$ cat config.mk
export PLATFORM = sky130hd
export DESIGN_NAME = fbacc_merge_flat
export DESIGN_NICKNAME = d
export VERILOG_FILES = /design/src/rtl/fbacc_pkg.sv /design/src/rtl/fbacc_if.sv /design/src/rtl/fbacc_merge.sv /design/src/flat_wrapper.sv
export SDC_FILE = /design/constraint.sdc
export NUM_CORES = 1
export LEC_CHECK = 0
export BUFFER_PORTS_ARGS = -buffer_cell sky130_fd_sc_hd__buf_2
export CELL_PAD_IN_SITES_DETAIL_PLACEMENT = 1
export CELL_PAD_IN_SITES_GLOBAL_PLACEMENT = 2
export CORE_MARGIN = 2
export CORE_UTILIZATION = 24
export DETAILED_ROUTE_END_ITERATION = 12
export PLACE_DENSITY_LB_ADDON = 0.1
export SLEW_MARGIN = 20
export SYNTH_ARGS = -nofsm -noshare
export SYNTH_HDL_FRONTEND = slang
export SYNTH_SLANG_ARGS = --single-unit
$ cat constraint.sdc
create_clock -name i_clk -period 0.8 [get_ports i_clk]
set_clock_uncertainty 0.1 [all_clocks]
set_input_delay 0.04 -clock i_clk [delete_from_list [all_inputs] [get_ports i_clk]]
set_output_delay 0.04 -clock i_clk [all_outputs]
set_load 0.1 [all_outputs]
$ cat src/rtl/fbacc_pkg.sv
// Package for the feather blend accumulator: widths, codes, the lane control struct.
// No dependencies; used by every other file of the block but fbacc_if.
package fbacc_pkg;

    localparam int ADDR_W     = 16;
    localparam int COLOUR_W   = 20;
    localparam int WEIGHT_W   = 12;
    localparam int CHANNELS   = 3;
    localparam int QUO_STEPS  = 8;
    localparam int STEP_W     = 3;
    localparam int DIM_W      = 9;

    localparam logic [DIM_W-1:0]    MAX_DIM    = 9'd256;
    localparam logic [ADDR_W-1:0]   LAST_ADDR  = 16'hFFFF;
    localparam logic [COLOUR_W-1:0] COLOUR_MAX = 20'hFFFFF;
    localparam logic [WEIGHT_W-1:0] WEIGHT_MAX = 12'hFFF;

    localparam logic OP_FEED = 1'b0;
    localparam logic OP_READ = 1'b1;

    localparam logic REG_WIDTH  = 1'b0;
    localparam logic REG_HEIGHT = 1'b1;

    typedef struct packed {
        logic              rd;
        logic              wr;
        logic              clr;
        logic [ADDR_W-1:0] addr;
        logic              div_start;
        logic              div_step;
    } t_lane_ctl;

    typedef struct packed {
        logic       covered;
        logic [7:0] out_red;
        logic [7:0] out_green;
        logic [7:0] out_blue;
    } t_result;

endpackage

$ cat src/rtl/fbacc_if.sv


interface fbacc_res_if;
    logic       valid;
    logic       ready;
    logic [7:0] out_red;
    logic [7:0] out_green;
    logic [7:0] out_blue;
    logic       covered;

    modport source (output valid, out_red, out_green, out_blue, covered, input ready);
    modport sink   (input valid, out_red, out_green, out_blue, covered, output ready);
endinterface

$ cat src/rtl/fbacc_merge.sv
// Merge stage: combines lane quotients and coverage into the registered result beat.
// Depends on fbacc_pkg and fbacc_if.
module fbacc_merge (
    input  logic                 i_clk,
    input  logic                 i_rst_n,
    input  logic                 i_push,
    input  logic                 i_covered,
    input  logic [7:0]           i_quo [fbacc_pkg::CHANNELS],
    output logic                 o_room,
    fbacc_res_if.source          o_res
);

    logic                r_valid;
    fbacc_pkg::t_result  r_data;
    fbacc_pkg::t_result  n_data;

    assign o_room = !r_valid || o_res.ready;

    // zero the colour where nothing was fed
    always_comb begin
        n_data.covered   = i_covered;
        n_data.out_red   = i_covered ? i_quo[0] : 8'd0;
        n_data.out_green = i_covered ? i_quo[1] : 8'd0;
        n_data.out_blue  = i_covered ? i_quo[2] : 8'd0;
    end

    // hold the beat until taken
    always_ff @(posedge i_clk) begin
        if (!i_rst_n) begin
            r_valid <= 1'b0;
        end else if (i_push) begin
            r_valid <= 1'b1;
        end else if (o_res.ready) begin
            r_valid <= 1'b0;
        end
        if (i_push) begin
            r_data <= n_data;
        end
    end

    assign o_res.valid     = r_valid;
    assign o_res.out_red   = r_data.out_red;
    assign o_res.out_green = r_data.out_green;
    assign o_res.out_blue  = r_data.out_blue;
    assign o_res.covered   = r_data.covered;

endmodule

$ cat src/flat_wrapper.sv
// flat-port wrapper written by rule: the top's interface ports become plain ports
module fbacc_merge_flat 
  (i_clk, i_rst_n, i_push, i_covered, i_quo, o_room, o_res_valid, o_res_out_red, o_res_out_green, o_res_out_blue, o_res_covered, o_res_ready);
  fbacc_res_if o_res_i ();
  input  logic i_clk;
  input  logic i_rst_n;
  input  logic i_push;
  input  logic i_covered;
  input  logic [7:0] i_quo[fbacc_pkg::CHANNELS];
  output logic o_room;
  output wire logic [$bits(o_res_i.valid)-1:0] o_res_valid;
  output wire logic [$bits(o_res_i.out_red)-1:0] o_res_out_red;
  output wire logic [$bits(o_res_i.out_green)-1:0] o_res_out_green;
  output wire logic [$bits(o_res_i.out_blue)-1:0] o_res_out_blue;
  output wire logic [$bits(o_res_i.covered)-1:0] o_res_covered;
  input wire logic [$bits(o_res_i.ready)-1:0] o_res_ready;
  assign o_res_valid = o_res_i.valid;
  assign o_res_out_red = o_res_i.out_red;
  assign o_res_out_green = o_res_i.out_green;
  assign o_res_out_blue = o_res_i.out_blue;
  assign o_res_covered = o_res_i.covered;
  assign o_res_i.ready = o_res_ready;
  fbacc_merge u_core (.i_clk(i_clk), .i_rst_n(i_rst_n), .i_push(i_push), .i_covered(i_covered), .i_quo(i_quo), .o_room(o_room), .o_res(o_res_i));
endmodule
# [Yosys cells after proc, flatten, opt, wreduce, memory -nomap -nowiden]
# Index checks and enable logic that the tools add are counted.
# Widths: inputs -> output; s select.
[classes] n_mux=2 n_bitwise=0 n_reduce_logical=3 div=0 magnitude_cmp=0 n_eq_ne=0 multipliers=0 n_shift=0 addsub=0
[ops] operator="$mux 1" count=2
[ops] operator="$reduce_bool 2->1" count=1
[ops] operator="$logic_not 1->1" count=1
[ops] operator="$logic_or 1x1->1" count=1
[word_totals] in_bits=29 ram_bits=0 rom_bits=0 memories=0 latch_bits=0 register_bits=26 out_inout_bits=27

# [Logic depth before layout (Yosys ltp)]
[logic_depth] word_depth=2 ltp_mapped=2 depth_no_buf=2

# [Worst setup path before layout]
# Ideal clock, no wire load.
[synth_timing] path_kind="flip-flop to flip-flop" startpoint="reg u_core.o_res.valid (netlist name)" endpoint="reg u_core.r_valid, in the netlist u_core.o_res.valid" path_buffers=0 path_stages_with_launch=3 required_ns=0.609 arrival_ns=2.096 setup_ns=0.091 synth_period_minus_slack_ns=2.287 setup_slack_ns=-1.487 cell_sequence="dfxtp_1 -> nand2b_1 -> a21boi_0"
[synth_lines] item="end signal, assigned" line="fbacc_merge.sv:30" text="r_valid <= 1'b0;"
[synth_lines] item="end signal, assigned" line="fbacc_merge.sv:32" text="r_valid <= 1'b1;"
[synth_lines] item="end signal, assigned" line="fbacc_merge.sv:34" text="r_valid <= 1'b0;"
[synth_lines] item="end, declared" line="fbacc_merge.sv:13" text="logic r_valid;"

# [Worst setup path after layout]
[layout_timing] startpoint="reg u_core.r_data, in the netlist u_core.o_res.out_green[7]" endpoint="out o_res_out_green[7]"
[layout_lines] item="start, declared" line="fbacc_merge.sv:14" text="fbacc_pkg::t_result r_data;"
[layout_lines] item="start signal, assigned" line="fbacc_merge.sv:37" text="r_data <= n_data;"
[layout_lines] item="end, declared" line="flat_wrapper.sv:13" text="output wire logic [$bits(o_res_i.out_green)-1:0] o_res_out_green;"
# No word-level cell between the ends.

==> reports/qor.yml <==
clocking:
  hold_buffers: 1
  cts_setup_buffers: 0
  cts_tree: "yes"
  cts.clk_slew.worst_paths_ns: 0.09
  numCtsBuffers: 3
  htree_levels: 1
  clk_latency_ns: 0.26
  cts.root.buffer_cell: "clkbuf_8"
  clockBufferDepth: 2
  cts_sinks: 26
global_route:
  grt-ovfl-total: 0
  grt_util_all_layers: 0.0985
  grt_pass1_vias: 671
  antenna_found_initial: 0
  grt_pass1_wl_um: 3330
  grt_max_degree: 26
status:
  status: "finished, violations left"
  failed_checks: "hold timing, setup timing"
drt:
  routed_wl_um: 2080
  drc: 0
  viasPerCell: 3.87
  routedWlPerCell_um: 12.6
  first_pass_iters: 2
  vias: 638
  initialDrtViolationCount: 17
  ant_nets: 0
synth:
  synth_common_cells: "edfxtp_1 (25), and2_2 (18), and2_1 (6)"
  netlist_area_um2: 983
  synth_most_common_cell: "edfxtp_1"
  yosysSeqAreaShare: 0.784
  syn-num-nets: 84
  yosys_warnings: 0
  yosys.area.top_type: "edfxtp_1"
  synth_flop_cell: "edfxtp_1"
  synth.area.top_cells: "edfxtp_1 (76%), and2_2 (14%), and2_1 (3.8%), buf_6 (2.3%), dfxtp_1 (2.0%)"
  synth_area_per_cell_um2: 17.9
  synth_edf_count: 25
  synthCells: 55
  netlist-cell-type-count: 8
  ys_ff_latch: 26
  synth_top_area_frac: 0.763
  async_reset_ff_frac: 0
critical_path:
  cp.arrival_ns: 0.90
  crit_path_end_kind: "output port"
  required_ns: 0.66
  r2r_setup_slack_ns: 0.07
  reg2reg_to: "u_core.o_res.valid"
  r2r-start: "u_core.o_res.valid"
  worstSetupPathType: "reg -> out"
  critPathSlowestCell: "edfxtp_1"
  cp.buffers_inverters: 1
  critPathTopFamily: "flip-flops"
  ff2ff_path_depth: 2
  worstPathMaxFanout: 1
  crit_path_start_kind: "flop"
  cp_slowest_stage_delay_ns: 0.44
  worstPathCellList: "buf_12"
pwr:
  total_power_mw: 3.84
  leakagePower_nw: 0.753
  vdd_drop_max_v: 0.000744
  p_per_area_mw_per_mm2: 2120
layout:
  syn_to_final_growth_pct: 84.1
  nNetsFinal: 145
  drive_above_1_share: 0.696
  antenna_cells: 0
  fillers: 404
  design_area_mm2: 0.00181
  regArea_um2: 774
  multi_input_area_um2: 194
  final_util: 0.456
timing:
  hold_viol: 25
  setup_viol: 27
  relSlewSlack: 0.793
  fmax_ghz: 0.965
  timing.final.crit_share: 1.29
  tightest_slew_ns: 0.311
  rsz0062_at_grt: "true"
  period_needed_ns: 1.04
  holdWs_ns: -0.0458
  worst_slack_ns: -0.236
  slew_viol_final: 0
place:
  dp_hpwl_um: 1630
  post_dp_cell_area_mm2: 0.00176
  port_buffers: 55
  gp_congestion: 0.591
hold_path:
  hold_end: "u_core.o_res.out_blue[6]"
  min-delay-start: "i_quo[6]"
  worstHoldPathCells: 2
  hold_path_class: "in -> reg"
floorplanning:
  die-area_mm2: 0.00463
  dieWidth_um: 68.0
  io_pins: 56
  design.core.area_mm2: 0.00397
  initial_core_util: 0.248
  num_rows: 23
  die_y_um: 68.0
job:
  max_cap_violations: 0
==> power breakdown <==
part / total (mW) / leakage, nW / internal, mW / switching [mW]
Combinational: 1.39 / 0.479 / 0.505 / 0.889
Clock: 0.740 / 0.0231 / 0.343 / 0.397
Sequential: 1.70 / 0.250 / 1.61 / 0.0876
Total: 3.84 / 0.753 / 2.46 / 1.37
==> cell usage in the layout, fill, tap and decap left out <==
cell / netlist / final
a21boi_1: 0 / 1
and2_1: 6 / 6
and2_2: 18 / 18
buf_12: 0 / 29
buf_2: 0 / 28
clkbuf_8: 0 / 3
clkinv_1: 0 / 1
dfxtp_4: 0 / 1
dlygate4sd3_1: 0 / 1
edfxtp_1: 25 / 25
inv_1: 1 / 1
nand2b_4: 0 / 1
==> through the flow <==
step	setup WS [ns]	setup TNS, ns	std cells
after global placement	-0.0512	-0.539	160
after detailed placement	-0.0584	-0.757	160
after floorplan	-0.328	-6.55	55
after CTS	-0.256	-6.26	165
after global routing	-0.280	-6.78	165
final	-0.236	-5.86	165
==> flip-flops by register name, summed over array words and instances, names as in the netlist <==
| register | flops |
|---|---|
| u_core.o_res.out_green | 8 |
| u_core.o_res.covered | 1 |
| u_core.o_res.out_red | 8 |
| u_core.o_res.valid | 1 |
| u_core.o_res.out_blue | 8 |
==> kinds of logic after synthesis <==
group / share of synthesized area
buf+inv: 0.0267
compound gates: 0.00764
flops: 0.784
simple gates: 0.182
==> worst max path at each step <==
stage / startpoint / cells past startpoint / endpoint
after floorplan: u_core.o_res.valid / 2 / u_core.o_res.valid
after global placement: i_covered / 2 / u_core.o_res.out_blue[3]
after detailed placement: i_covered / 2 / u_core.o_res.out_blue[3]
after CTS: u_core.o_res.out_green[7] / 1 / o_res_out_green[7]
after global routing: u_core.o_res.out_green[6] / 1 / o_res_out_green[6]
final: u_core.o_res.out_green[7] / 1 / o_res_out_green[7]
==> per-layer routing <==
metal  global-route usage  routed length, um  vias to the layer above
li1                     -                  -                      307
met1                0.115                703                      298
met2                0.172               1150                       31
met3               0.0263                214                        2
met4               0.0375                 14                        0
met5                    0                  0                        -
==> cell type report <==
| type | count | area share |
|---|---|---|
| inverters | 1 | 0.00207 |
| clock buffers | 3 | 0.0228 |
| well taps | 50 | 0.0346 |
| flip-flops and latches | 26 | 0.428 |
| repair buffers | 58 | 0.404 |
| clock inverters | 1 | 0.00207 |
| multi-input cells | 26 | 0.107 |
==> what timing repair did <==
| item | CTS | global route |
|---|---|---|
| endpoints found under the hold margin | 25 | 25 |
| gates resized for setup | 0 | 0 |
| endpoints found under the setup margin | 27 | 27 |
Note: power is estimated with default switching activity, not from simulation.
